[config.mk]
export PLATFORM = sky130hd
export DESIGN_NAME = accel_average_deadband_remap
export DESIGN_NICKNAME = d
export VERILOG_FILES = /design/src/rtl/adbr_pkg.sv /design/src/rtl/adbr_accum.sv /design/src/rtl/adbr_divide.sv /design/src/rtl/adbr_deadband.sv /design/src/rtl/accel_average_deadband_remap.sv
export SDC_FILE = /design/constraint.sdc
export NUM_CORES = 2
export LEC_CHECK = 0
export BUFFER_PORTS_ARGS = -buffer_cell sky130_fd_sc_hd__clkbuf_2
export CELL_PAD_IN_SITES_DETAIL_PLACEMENT = 2
export CELL_PAD_IN_SITES_GLOBAL_PLACEMENT = 2
export CORE_ASPECT_RATIO = 0.8
export CORE_MARGIN = 4
export CORE_UTILIZATION = 42
export CTS_BUF_LIST = sky130_fd_sc_hd__clkbuf_16
export CTS_CLUSTER_DIAMETER = 50
export DETAILED_ROUTE_END_ITERATION = 8
export PLACE_DENSITY = 0.86
export REMOVE_ABC_BUFFERS = 1
export SYNTH_ARGS = -nofsm -noshare
export SYNTH_HDL_FRONTEND = slang
export SYNTH_SLANG_ARGS = --single-unit
[constraint.sdc]
create_clock -name i_clk -period 12.1 [get_ports i_clk]
set_clock_uncertainty 0.1 [all_clocks]
set_input_delay 0.605 -clock i_clk [delete_from_list [all_inputs] [get_ports i_clk]]
set_output_delay 0.605 -clock i_clk [all_outputs]
set_load 0.005 [all_outputs]
[src/rtl/adbr_pkg.sv]
// Shared types, constants and helpers for the accelerometer average/deadband/remap block.
package adbr_pkg;

    localparam int AVG_COUNT = 5;

    localparam int RAW_W  = 8;
    localparam int AXIS_W = 16;
    localparam int BAND_W = 14;
    localparam int ORI_W  = 3;

    localparam int CFG_IDX_W  = 8;
    localparam int CFG_DATA_W = 16;

    localparam logic [CFG_IDX_W-1:0] CFG_HOLD_BAND   = CFG_IDX_W'(0);
    localparam logic [CFG_IDX_W-1:0] CFG_ORIENTATION = CFG_IDX_W'(1);

    localparam logic [BAND_W-1:0] HOLD_BAND_RST   = BAND_W'(770);
    localparam logic [ORI_W-1:0]  ORIENTATION_RST = ORI_W'(4);

    localparam int ALERT_BIT = 6;

    // Running sums, wide enough for AVG_COUNT scaled samples.
    localparam int SUM_W = AXIS_W + $clog2(AVG_COUNT);
    localparam int CNT_W = $clog2(AVG_COUNT + 1);
    localparam logic [CNT_W-1:0] CNT_LAST = CNT_W'(AVG_COUNT - 1);

    // Divide by AVG_COUNT: exact for magnitudes below 2**MAG_W.
    localparam int MAG_W     = SUM_W;
    localparam int DIV_L     = $clog2(AVG_COUNT);
    localparam int DIV_SHIFT = MAG_W + DIV_L;
    localparam int RECIP_W   = MAG_W + 1;
    localparam int PROD_W    = MAG_W + RECIP_W;
    localparam logic [RECIP_W-1:0] DIV_RECIP =
        RECIP_W'(((longint'(1) << DIV_SHIFT) + longint'(AVG_COUNT) - 1) / AVG_COUNT);

    typedef logic signed [SUM_W-1:0]  t_sum;
    typedef logic signed [AXIS_W-1:0] t_axis;
    typedef logic [CNT_W-1:0]         t_cnt;

    typedef struct packed {
        logic [BAND_W-1:0] hold_band;
        logic [ORI_W-1:0]  orientation;
    } t_cfg;

    // Sign-extend the 6-bit field and scale by 768.
    function automatic t_axis scale_field(input logic [RAW_W-1:0] b);
        t_axis e;
        e = AXIS_W'(signed'(b[5:0]));
        return (e <<< 9) + (e <<< 8);
    endfunction

endpackage

[src/rtl/adbr_accum.sv]
// Input register and per-axis accumulation of good samples.
module adbr_accum import adbr_pkg::*; (
    input  logic             i_clk,
    input  logic             i_rst_n,
    input  logic             i_valid,
    output logic             o_ready,
    input  logic [RAW_W-1:0] i_raw_x,
    input  logic [RAW_W-1:0] i_raw_y,
    input  logic [RAW_W-1:0] i_raw_z,
    output logic             o_valid,
    input  logic             i_ready,
    output t_sum             o_sum [3]
);

    logic             r_v1;
    logic [RAW_W-1:0] r_raw [3];
    logic             r_v2;
    t_sum             r_sum [3];
    t_sum             r_acc [3];
    t_cnt             r_cnt;

    logic take2;
    logic alert;
    logic last;
    t_sum n_acc [3];

    assign take2   = !r_v2 || i_ready;
    assign o_ready = !r_v1 || take2;
    assign alert   = r_raw[0][ALERT_BIT] | r_raw[1][ALERT_BIT] | r_raw[2][ALERT_BIT];
    assign last    = (r_cnt == CNT_LAST);

    always_comb begin
        for (int i = 0; i < 3; i++) begin
            n_acc[i] = r_acc[i] + SUM_W'(scale_field(r_raw[i]));
        end
    end

    always_ff @(posedge i_clk) begin
        if (!i_rst_n) begin
            r_v1  <= 1'b0;
            r_v2  <= 1'b0;
            r_cnt <= '0;
            for (int i = 0; i < 3; i++) begin
                r_acc[i] <= '0;
            end
        end else begin
            if (o_ready) begin
                r_v1 <= i_valid;
            end
            if (take2) begin
                r_v2 <= r_v1 && !alert && last;
            end
            if (take2 && r_v1 && !alert) begin
                if (last) begin
                    r_cnt <= '0;
                    for (int i = 0; i < 3; i++) begin
                        r_acc[i] <= '0;
                    end
                end else begin
                    r_cnt <= CNT_W'(r_cnt + 1'b1);
                    for (int i = 0; i < 3; i++) begin
                        r_acc[i] <= n_acc[i];
                    end
                end
            end
        end
    end

    always_ff @(posedge i_clk) begin
        if (o_ready && i_valid) begin
            r_raw[0] <= i_raw_x;
            r_raw[1] <= i_raw_y;
            r_raw[2] <= i_raw_z;
        end
        if (take2) begin
            for (int i = 0; i < 3; i++) begin
                r_sum[i] <= n_acc[i];
            end
        end
    end

    assign o_valid = r_v2;
    assign o_sum   = r_sum;

endmodule

[src/rtl/adbr_divide.sv]
// Divide of each group sum by the sample count, truncating toward zero.
module adbr_divide import adbr_pkg::*; (
    input  logic  i_clk,
    input  logic  i_rst_n,
    input  logic  i_valid,
    output logic  o_ready,
    input  t_sum  i_sum [3],
    output logic  o_valid,
    input  logic  i_ready,
    output t_axis o_avg [3]
);

    logic  r_v3;
    t_axis r_avg [3];

    logic              neg  [3];
    logic [MAG_W-1:0]  mag  [3];
    logic [PROD_W-1:0] prod [3];
    logic [AXIS_W-1:0] quot [3];
    t_axis             n_avg [3];

    assign o_ready = !r_v3 || i_ready;

    always_comb begin
        for (int i = 0; i < 3; i++) begin
            neg[i]   = i_sum[i][SUM_W-1];
            mag[i]   = neg[i] ? MAG_W'(-i_sum[i]) : MAG_W'(i_sum[i]);
            prod[i]  = PROD_W'(mag[i]) * PROD_W'(DIV_RECIP);
            quot[i]  = prod[i][DIV_SHIFT +: AXIS_W];
            n_avg[i] = neg[i] ? t_axis'(-quot[i]) : t_axis'(quot[i]);
        end
    end

    always_ff @(posedge i_clk) begin
        if (!i_rst_n) begin
            r_v3 <= 1'b0;
        end else if (o_ready) begin
            r_v3 <= i_valid;
        end
    end

    always_ff @(posedge i_clk) begin
        if (o_ready && i_valid) begin
            r_avg <= n_avg;
        end
    end

    assign o_valid = r_v3;
    assign o_avg   = r_avg;

endmodule

[src/rtl/adbr_deadband.sv]
// Per-axis deadband with hysteresis, orientation remap and result register.
module adbr_deadband import adbr_pkg::*; (
    input  logic  i_clk,
    input  logic  i_rst_n,
    input  logic  i_valid,
    output logic  o_ready,
    input  t_axis i_avg [3],
    input  t_cfg  i_cfg,
    output logic  o_valid,
    input  logic  i_ready,
    output t_axis o_x,
    output t_axis o_y,
    output t_axis o_z
);

    localparam int D_W = AXIS_W + 2;

    logic  r_valid;
    logic  r_first_done;
    t_axis r_held [3];
    t_axis r_x;
    t_axis r_y;
    t_axis r_z;

    logic                  go;
    logic signed [D_W-1:0] band;
    logic signed [D_W-1:0] band2;
    t_axis                 base [3];
    logic signed [D_W-1:0] d    [3];
    logic signed [D_W-1:0] dadj [3];
    logic signed [D_W-1:0] dh   [3];
    logic                  in_band [3];
    logic                  half    [3];
    t_axis                 n_held  [3];
    t_axis                 v       [3];
    t_axis                 r0;
    t_axis                 r1;
    t_axis                 r2;

    assign go      = !r_valid || i_ready;
    assign o_ready = go;

    assign band  = signed'(D_W'(i_cfg.hold_band));
    assign band2 = band <<< 1;

    always_comb begin
        for (int i = 0; i < 3; i++) begin
            base[i]    = r_first_done ? r_held[i] : i_avg[i];
            d[i]       = D_W'(i_avg[i]) - D_W'(base[i]);
            dadj[i]    = d[i] + signed'({{(D_W-1){1'b0}}, d[i][D_W-1]});
            dh[i]      = dadj[i] >>> 1;
            in_band[i] = (d[i] < band) && (d[i] > -band);
            half[i]    = ((d[i] > band) && (d[i] < band2)) ||
                         ((d[i] < -band) && (d[i] > -band2));
            if (in_band[i]) begin
                n_held[i] = base[i];
            end else if (half[i]) begin
                n_held[i] = base[i] + AXIS_W'(dh[i]);
            end else begin
                n_held[i] = i_avg[i];
            end
        end
        v[0] = n_held[0];
        v[1] = n_held[1];
        v[2] = -n_held[2];
    end

    always_comb begin
        unique case (i_cfg.orientation)
            3'd0: begin r0 = -v[0]; r1 = -v[1]; r2 =  v[2]; end
            3'd1: begin r0 =  v[1]; r1 = -v[0]; r2 =  v[2]; end
            3'd2: begin r0 =  v[0]; r1 =  v[1]; r2 =  v[2]; end
            3'd3: begin r0 = -v[1]; r1 =  v[0]; r2 =  v[2]; end
            3'd4: begin r0 = -v[0]; r1 =  v[1]; r2 = -v[2]; end
            3'd5: begin r0 =  v[1]; r1 =  v[0]; r2 = -v[2]; end
            3'd6: begin r0 =  v[0]; r1 = -v[1]; r2 = -v[2]; end
            default: begin r0 = -v[1]; r1 = -v[0]; r2 = -v[2]; end
        endcase
    end

    always_ff @(posedge i_clk) begin
        if (!i_rst_n) begin
            r_valid      <= 1'b0;
            r_first_done <= 1'b0;
            for (int i = 0; i < 3; i++) begin
                r_held[i] <= '0;
            end
        end else if (go) begin
            r_valid <= i_valid;
            if (i_valid) begin
                r_first_done <= 1'b1;
                r_held       <= n_held;
            end
        end
    end

    // X and Y swap on the way out.
    always_ff @(posedge i_clk) begin
        if (go && i_valid) begin
            r_x <= r1;
            r_y <= r0;
            r_z <= r2;
        end
    end

    assign o_valid = r_valid;
    assign o_x     = r_x;
    assign o_y     = r_y;
    assign o_z     = r_z;

endmodule

[src/rtl/accel_average_deadband_remap.sv]
// Top level: accelerometer averaging, deadband and orientation remap.
//
// Input channel (i_in_valid / o_in_ready) takes one three-axis sample of raw
// register bytes per cycle while o_in_ready is high. A sample with an alert
// bit set is dropped. Every AVG_COUNT good samples produce one result on the
// output channel (o_out_valid / i_out_ready); other samples produce none.
// Pipeline: input register, accumulate register, divide register, result
// register. The last sample of a group moves through these registers in order;
// its result is valid once it reaches the result register.
// Throughput: one item per cycle. Each stage holds its item only while the
// stage after it is full and not moving, so a waiting result still lets
// items enter until the pipeline is full; then o_in_ready drops.
// Configuration (i_cfg_valid / o_cfg_ready, always ready): index 0 is the
// deadband half width, index 1 the orientation; other indexes are ignored.
// Write only while the block is idle.
// Reset clears sums, sample count, held values and the first-average flag,
// loads hold_band = 770 and orientation = 4, and empties the pipeline.
module accel_average_deadband_remap import adbr_pkg::*; (
    input  logic                  i_clk,
    input  logic                  i_rst_n,
    input  logic                  i_in_valid,
    output logic                  o_in_ready,
    input  logic [RAW_W-1:0]      i_raw_x,
    input  logic [RAW_W-1:0]      i_raw_y,
    input  logic [RAW_W-1:0]      i_raw_z,
    output logic                  o_out_valid,
    input  logic                  i_out_ready,
    output logic signed [AXIS_W-1:0] o_out_x,
    output logic signed [AXIS_W-1:0] o_out_y,
    output logic signed [AXIS_W-1:0] o_out_z,
    input  logic                  i_cfg_valid,
    output logic                  o_cfg_ready,
    input  logic [CFG_IDX_W-1:0]  i_cfg_index,
    input  logic [CFG_DATA_W-1:0] i_cfg_data
);

    t_cfg  r_cfg;
    logic  sum_valid;
    logic  sum_ready;
    t_sum  sum [3];
    logic  avg_valid;
    logic  avg_ready;
    t_axis avg [3];

    assign o_cfg_ready = 1'b1;

    always_ff @(posedge i_clk) begin
        if (!i_rst_n) begin
            r_cfg.hold_band   <= HOLD_BAND_RST;
            r_cfg.orientation <= ORIENTATION_RST;
        end else if (i_cfg_valid) begin
            unique case (i_cfg_index)
                CFG_HOLD_BAND:   r_cfg.hold_band   <= i_cfg_data[BAND_W-1:0];
                CFG_ORIENTATION: r_cfg.orientation <= i_cfg_data[ORI_W-1:0];
                default: ;
            endcase
        end
    end

    adbr_accum u_accum (
        .i_clk   (i_clk),
        .i_rst_n (i_rst_n),
        .i_valid (i_in_valid),
        .o_ready (o_in_ready),
        .i_raw_x (i_raw_x),
        .i_raw_y (i_raw_y),
        .i_raw_z (i_raw_z),
        .o_valid (sum_valid),
        .i_ready (sum_ready),
        .o_sum   (sum)
    );

    adbr_divide u_divide (
        .i_clk   (i_clk),
        .i_rst_n (i_rst_n),
        .i_valid (sum_valid),
        .o_ready (sum_ready),
        .i_sum   (sum),
        .o_valid (avg_valid),
        .i_ready (avg_ready),
        .o_avg   (avg)
    );

    adbr_deadband u_deadband (
        .i_clk   (i_clk),
        .i_rst_n (i_rst_n),
        .i_valid (avg_valid),
        .o_ready (avg_ready),
        .i_avg   (avg),
        .i_cfg   (r_cfg),
        .o_valid (o_out_valid),
        .i_ready (i_out_ready),
        .o_x     (o_out_x),
        .o_y     (o_out_y),
        .o_z     (o_out_z)
    );

endmodule

# Word level (Yosys, flattened, before mapping)
# Memory sizes are Yosys's and may differ from the RTL's.
# Index checks and enable logic that the tools add are counted.
[word_totals] mem_count=2 mem_bits_rw=81 output_inout_bits=51 register_bits=226 in_bits=53
[classes] n_lt_le_gt_ge=18 addsub=28 n_mux=36 n_mul=3 bitwise=8 eq_ne=8 reduce_logical=40
[memory_table] memory="u_accum.r_acc" words=3 word_bits=19 rd=3 rd_ports_with_merged_regs=0 wr=3 line_no="adbr_accum.sv:19" rtl="t_sum r_acc [3];"
[memory_table] memory="u_accum.r_raw" words=3 word_bits=8 rd=3 rd_ports_with_merged_regs=0 wr=3 line_no="adbr_accum.sv:16" rtl="logic [RAW_W-1:0] r_raw [3];"
[ops] cell="two-way mux 16 bit" n=13
[ops] cell="two-way mux 19 bit" n=9
[ops] cell="multiplier 19 x 20 -> 38 bit (second input constant)" n=3
[ops] cell="negator 16 bit" n=7
[ops] cell="greater-than comparator 17 x 18 -> 1 bit" n=6
[ops] cell="one-hot mux 16 bit (3 select lines)" n=2
[ops] cell="adder 19 x 16 -> 19 bit" n=3
[ops] cell="negator 19 bit" n=3
[ops] cell="less-than comparator 17 x 18 -> 1 bit" n=3
[ops] cell="adder 17 x 2 -> 17 bit" n=3
[ops] cell="greater-than comparator 17 x 15 -> 1 bit" n=3
[ops] cell="less-than comparator 17 x 15 -> 1 bit" n=3
[ops] cell="less-than comparator 17 x 16 -> 1 bit" n=3
[ops] cell="subtractor 16 x 16 -> 17 bit" n=3
[ops] cell="adder 15 x 14 -> 16 bit" n=3
[ops] cell="adder 16 bit" n=3
[ops] cell="negator 14 -> 18 bit" n=1
[ops] cell="negator 15 -> 18 bit" n=1
[ops] cell="logical AND 1 bit" n=16
[ops] cell="== test 3 bit (second input constant)" n=4
[ops] cell="OR reduction 2 bit" n=6
[ops] cell="two-way mux 1 bit" n=11
[ops] cell="== test 8 x 1 -> 1 bit (second input constant)" n=1
[ops] cell="logical NOT 8 bit" n=1
[ops] cell="other kinds (10)" n=30

# Longest topological paths before layout
[logic_depth] depth_word=11 mapped_depth=36 mapped_depth_nobuf=33

# Hierarchy
# A second synthesis with hierarchy kept.
[unflattened] hier_cells=4883 area_unflattened_um2=43092.6
[modules_own_cells] module="adbr_divide" cells_each=2269 n_inst=1 area_per_inst_um2=20297.0
[modules_own_cells] module="adbr_deadband" cells_each=2183 n_inst=1 area_per_inst_um2=17167.7
[modules_own_cells] module="adbr_accum" cells_each=353 n_inst=1 area_per_inst_um2=4888.4
[modules_own_cells] module="accel_average_deadband_remap" cells_each=78 n_inst=1 area_per_inst_um2=739.5

# Least setup slack after synthesis
# OpenSTA, ideal clock, no wires.
[synth_path] kind="register to register" start="register u_accum.r_sum (netlist bit u_accum.o_sum[27])" end="register u_divide.r_avg (netlist bit u_divide.o_avg[29]) (data pin)" t_required_ns=11.735 synth_period_minus_slack_ns=8.410 setup_ns=0.265 stages_incl_launch_ff=30 slack_ns=3.690 arrival_ns=8.045 path_cell_list="edfxtp_1 > inv_1 > ha_1 > nand2_1 > or3_1 > or3_1 > or4b_2 > xor2_1 > fa_1 > inv_1 > fa_1 > fa_1 > inv_1 > fa_1 > inv_1 > fa_1 > inv_1 > ha_1 > nand3_1 > nor2_1 > and3_1 > a21oi_1 > a211oi_1 > o221ai_1 > a21boi_0 > or4_1 > or3_1 > o311ai_0 > o211ai_1 > xor2_1"
[synth_rtl] element="from (decl)" line_no="adbr_accum.sv:18" rtl="t_sum r_sum [3];"
[synth_rtl] element="from (signal, indexed assignment)" line_no="adbr_accum.sv:77" rtl="r_sum[i] <= n_acc[i];"
[synth_rtl] element="to (signal assigned)" line_no="adbr_divide.sv:44" rtl="r_avg <= n_avg;"
[synth_rtl] element="to (decl)" line_no="adbr_divide.sv:14" rtl="t_axis r_avg [3];"

# Final worst setup path
[layout_path] start="register u_deadband.r_first_done" end="register u_deadband.r_y[12] (netlist: u_deadband.o_y[12]) (data pin)"
[layout_via] elab_chain_len=9 word_cells_on_any_way=35
[layout_rtl] element="from (decl)" line_no="adbr_deadband.sv:19" rtl="logic r_first_done;"
[layout_rtl] element="from (signal assigned)" line_no="adbr_deadband.sv:84" rtl="r_first_done <= 1'b0;"
[layout_rtl] element="from (signal assigned)" line_no="adbr_deadband.sv:91" rtl="r_first_done <= 1'b1;"
[layout_rtl] element="branches (longest 8 deep; another with subtractor 16 x 16 -> 17 bit)"
[layout_rtl] element="one-hot mux 16 bit (3 select lines) *" line_no="adbr_deadband.sv:69" rtl="unique case (i_cfg.orientation)"
[layout_rtl] element="via u_deadband.r0[12]" line_no="adbr_deadband.sv:36" rtl="t_axis r0;"
[layout_rtl] element="to (signal assigned)" line_no="adbr_deadband.sv:101" rtl="r_y <= r0;"
[layout_rtl] element="to (decl)" line_no="adbr_deadband.sv:22" rtl="t_axis r_y;"
# Mark *: on every way through the listed nets, which the timed path passes.
# A chain may end at the register's enable or synchronous reset.

==> flow_metrics.tcl <==
set metrics [dict create \
    status "finished clean" \
    post-place-ws_ns 2.11 \
    die_height_um 286 \
    die_w_um 355 \
    finalWorstSetupSlack_ns 1.43 \
    final_cell_mix "inv_1, ha_1, fa_1" \
    cts_buffers 46 \
    clockBufferDepth 3 \
    holdCritPathClass "in -> reg" \
    antenna_found_initial 1 \
    grt_pass1_vias 41561 \
    wire_per_inst_um 27.5 \
    yosys_warnings 0 \
    area_growth_pct 10.3 \
    avgSynthCellArea_um2 9.03 \
    h-tree-depth 2 \
    reg2reg_depth 27 \
    cp-end-kind "register" \
    post-route-period-util 0.882 \
    nNetsFinal 5755 \
    ctsHoldBuffers 0 \
    min_to "u_accum.r_raw[0][8]$_DFFE_PP_" \
    drtPass1Iterations 5 \
    final_common_cell "inv_1" \
    crit_arrival_ns 10.91 \
    cts_resized 0 \
    ios 104 \
    drv_slew 0 \
    dp_hpwl_um 120000 \
    viasPerCell 5.98 \
    clkTransAtPathRegs_ns 0.06 \
    crit_path_start_kind "register" \
    core_mm2 0.0953 \
    grt_util_all_layers 0.323 \
    critical_path_class "reg -> reg" \
    synth_edf_count 183 \
    via_count 36025 \
    clock_latency_ns 0.63 \
    ff2ff_setup_slack_ns 1.43 \
    tightest_slew_ns 1.27 \
    hold_viol_final 0 \
    r2r-end "u_deadband.o_y[12]$_DFFE_PP_" \
    setup_tns_ns 0 \
    cts_tree "built" \
    hold_path.startpoint "i_raw_y[0]" \
    ant_nets 0 \
    rows 101 \
    syn_inst 4485 \
    cap_violations 0 \
    rsz0062_at_grt "false" \
    worstHoldPathCells 1 \
    cts_setup_buffers 0 \
    initial_core_util 0.425 \
    max_freq_mhz 93.7 \
    r2r_start "u_deadband.r_first_done$_SDFFE_PN0P_" \
    fill_cells 10394 \
    grt_pass1_wl_um 256000 \
    ys_types 112 \
    drt-initial-drc-count 2463 \
    ys_ff_latch 256 \
    totalWireLength_um 166000 \
    synth_area_mm2 0.0405 \
    synth_ff_type "edfxtp_1" \
    slew-limit-headroom 0.151 \
    diodes 0 \
    die_area_mm2 0.101 \
    remaining_drc_errors 0 \
    finalSetupViolCount 0 \
    cts_root_buf "clkbuf_16" \
    ys_seq_area_frac 0.172 \
    overflow 0 \
    async_flop_share 0 \
    cts.sinks 256 \
    cp_max_fo 34 \
    cp.required_ns 12.34 \
    place_congestion 0.870 \
    drive_gt1_frac 0.0686 \
    grt_max_degree 70 \
    period_minus_slack_ns 10.67 \
    io_buffers 97 \
]
## cell usage after synthesis (18+ instances only)
cell type / number / area (um^2)
and3_1: 30 / 188
a21boi_0: 36 / 270
or2_2: 18 / 113
nor2b_1: 65 / 407
nor3_1: 72 / 360
o31ai_1: 35 / 263
o21a_1: 45 / 338
o211ai_1: 27 / 203
nand2_1: 284 / 1070
and2_1: 58 / 363
a221oi_1: 18 / 158
xnor2_1: 232 / 2030
inv_1: 729 / 2740
a21o_1: 103 / 773
fa_1: 303 / 6070
edfxtp_1: 183 / 5500
a31oi_1: 39 / 244
nor4_1: 22 / 138
mux2i_1: 89 / 891
or3_1: 39 / 244
nor2_1: 215 / 807
clkbuf_1: 83 / 312
o21ai_0: 167 / 836
nand3_1: 98 / 490
ha_1: 702 / 8780
dfxtp_1: 73 / 1460
a211oi_1: 33 / 248
a21oi_1: 189 / 946
o21bai_1: 21 / 158
xor2_1: 92 / 806
nand2b_1: 44 / 275
o221ai_1: 21 / 184
nand4_1: 46 / 288
## area by class of cell
cell class              count  area [um^2]  share of cell area
clock buffers              49         1230              0.0275
inverters                 731         2750              0.0615
multi-input cells        3516        30800               0.690
clock inverters            37          430             0.00964
flip-flops and latches    256         6960               0.156
repair buffers            146          853              0.0191
well taps                1287         1610              0.0361
## worst max-delay path, cell delays in order, from the launching register on
cell       delay [ns]
dfxtp_2          0.84
buf_4            0.65
mux2i_1          0.53
ha_1             0.31
o21a_1           0.17
nor2_1           0.05
nor2_1           0.12
o21ai_0          0.17
o21ai_0          0.44
a2111oi_0        0.21
a311oi_1         0.95
inv_1            0.37
ha_1             0.41
nand4_1          0.11
or3_1            0.12
a21oi_1          0.05
a2111oi_0        0.99
or4b_1           0.58
nand2_2          0.43
o311ai_1         0.33
inv_1            0.23
ha_1             0.27
inv_1            0.10
nor4_2           0.39
and2_1           0.47
a311oi_1         0.17
a41o_1           0.25
a2111oi_0        0.54
## cell families (layout without fill, tap and decap cells)
logic type	count (synthesis)	count (layout)	synth area share
buffers and inverters	841	963	0.0792
XOR/XNOR	324	324	0.0701
multiplexers	109	109	0.0282
AO/OA/AOI/OAI	905	905	0.155
AND/OR/NAND/NOR	1043	1043	0.129
adder cells (fa/ha/maj)	1005	1005	0.367
other	2	130	0.000186
flip-flops	256	256	0.172
## routing by layer
| metal | vias up | routed length, um | global-route usage |
|---|---|---|---|
| li1 | 15836 | - | - |
| met1 | 18521 | 67000 | 0.379 |
| met2 | 1108 | 82500 | 0.577 |
| met3 | 560 | 7360 | 0.0473 |
| met4 | 0 | 9010 | 0.157 |
| met5 | - | 0 | 0 |
## through the flow
stage,hold WS (ns),util,std cells,area (um^2)
global placement,0.351,0.451,5936,43000
floorplan,0.340,-,4503,40500
CTS,0.0331,0.469,6022,44700
detailed placement,0.364,0.451,5936,43000
global route,0.0368,0.469,6022,44700
finish,0.0663,0.469,6022,44700
## worst max path at each step
stage                                               startpoint                            to  slack, ns  cells after the start
after CTS                          u_accum.o_sum[27]$_DFFE_PP_  u_divide.o_avg[29]$_DFFE_PP_       1.71                     29
final                     u_deadband.r_first_done$_SDFFE_PN0P_  u_deadband.o_y[12]$_DFFE_PP_       1.43                     27
after global routing      u_deadband.r_first_done$_SDFFE_PN0P_  u_deadband.o_y[12]$_DFFE_PP_       0.96                     27
after detailed placement           u_accum.o_sum[27]$_DFFE_PP_  u_divide.o_avg[29]$_DFFE_PP_       2.11                     29
after global placement    u_deadband.r_first_done$_SDFFE_PN0P_  u_deadband.o_y[12]$_DFFE_PP_       2.66                     27
after floorplan           u_deadband.r_first_done$_SDFFE_PN0P_  u_deadband.o_z[14]$_DFFE_PP_       3.32                     24
## registers in the layout, indices dropped and copies added, names as in the netlist
register / flops
u_divide.o_valid: 1
r_cfg: 17
u_deadband.o_x: 16
u_accum.o_sum: 33
u_deadband.o_y: 16
u_deadband.r_held: 48
u_deadband.r_first_done: 1
u_accum.r_raw: 21
u_accum.r_v1: 1
u_deadband.o_z: 16
u_accum.r_cnt: 3
u_accum.r_acc: 33
u_divide.o_avg: 48
u_deadband.o_valid: 1
u_accum.o_valid: 1
Power is left out: the tool's default activity adds up to more than one toggle a clock period on the data nets, which glitch-free logic cannot reach.
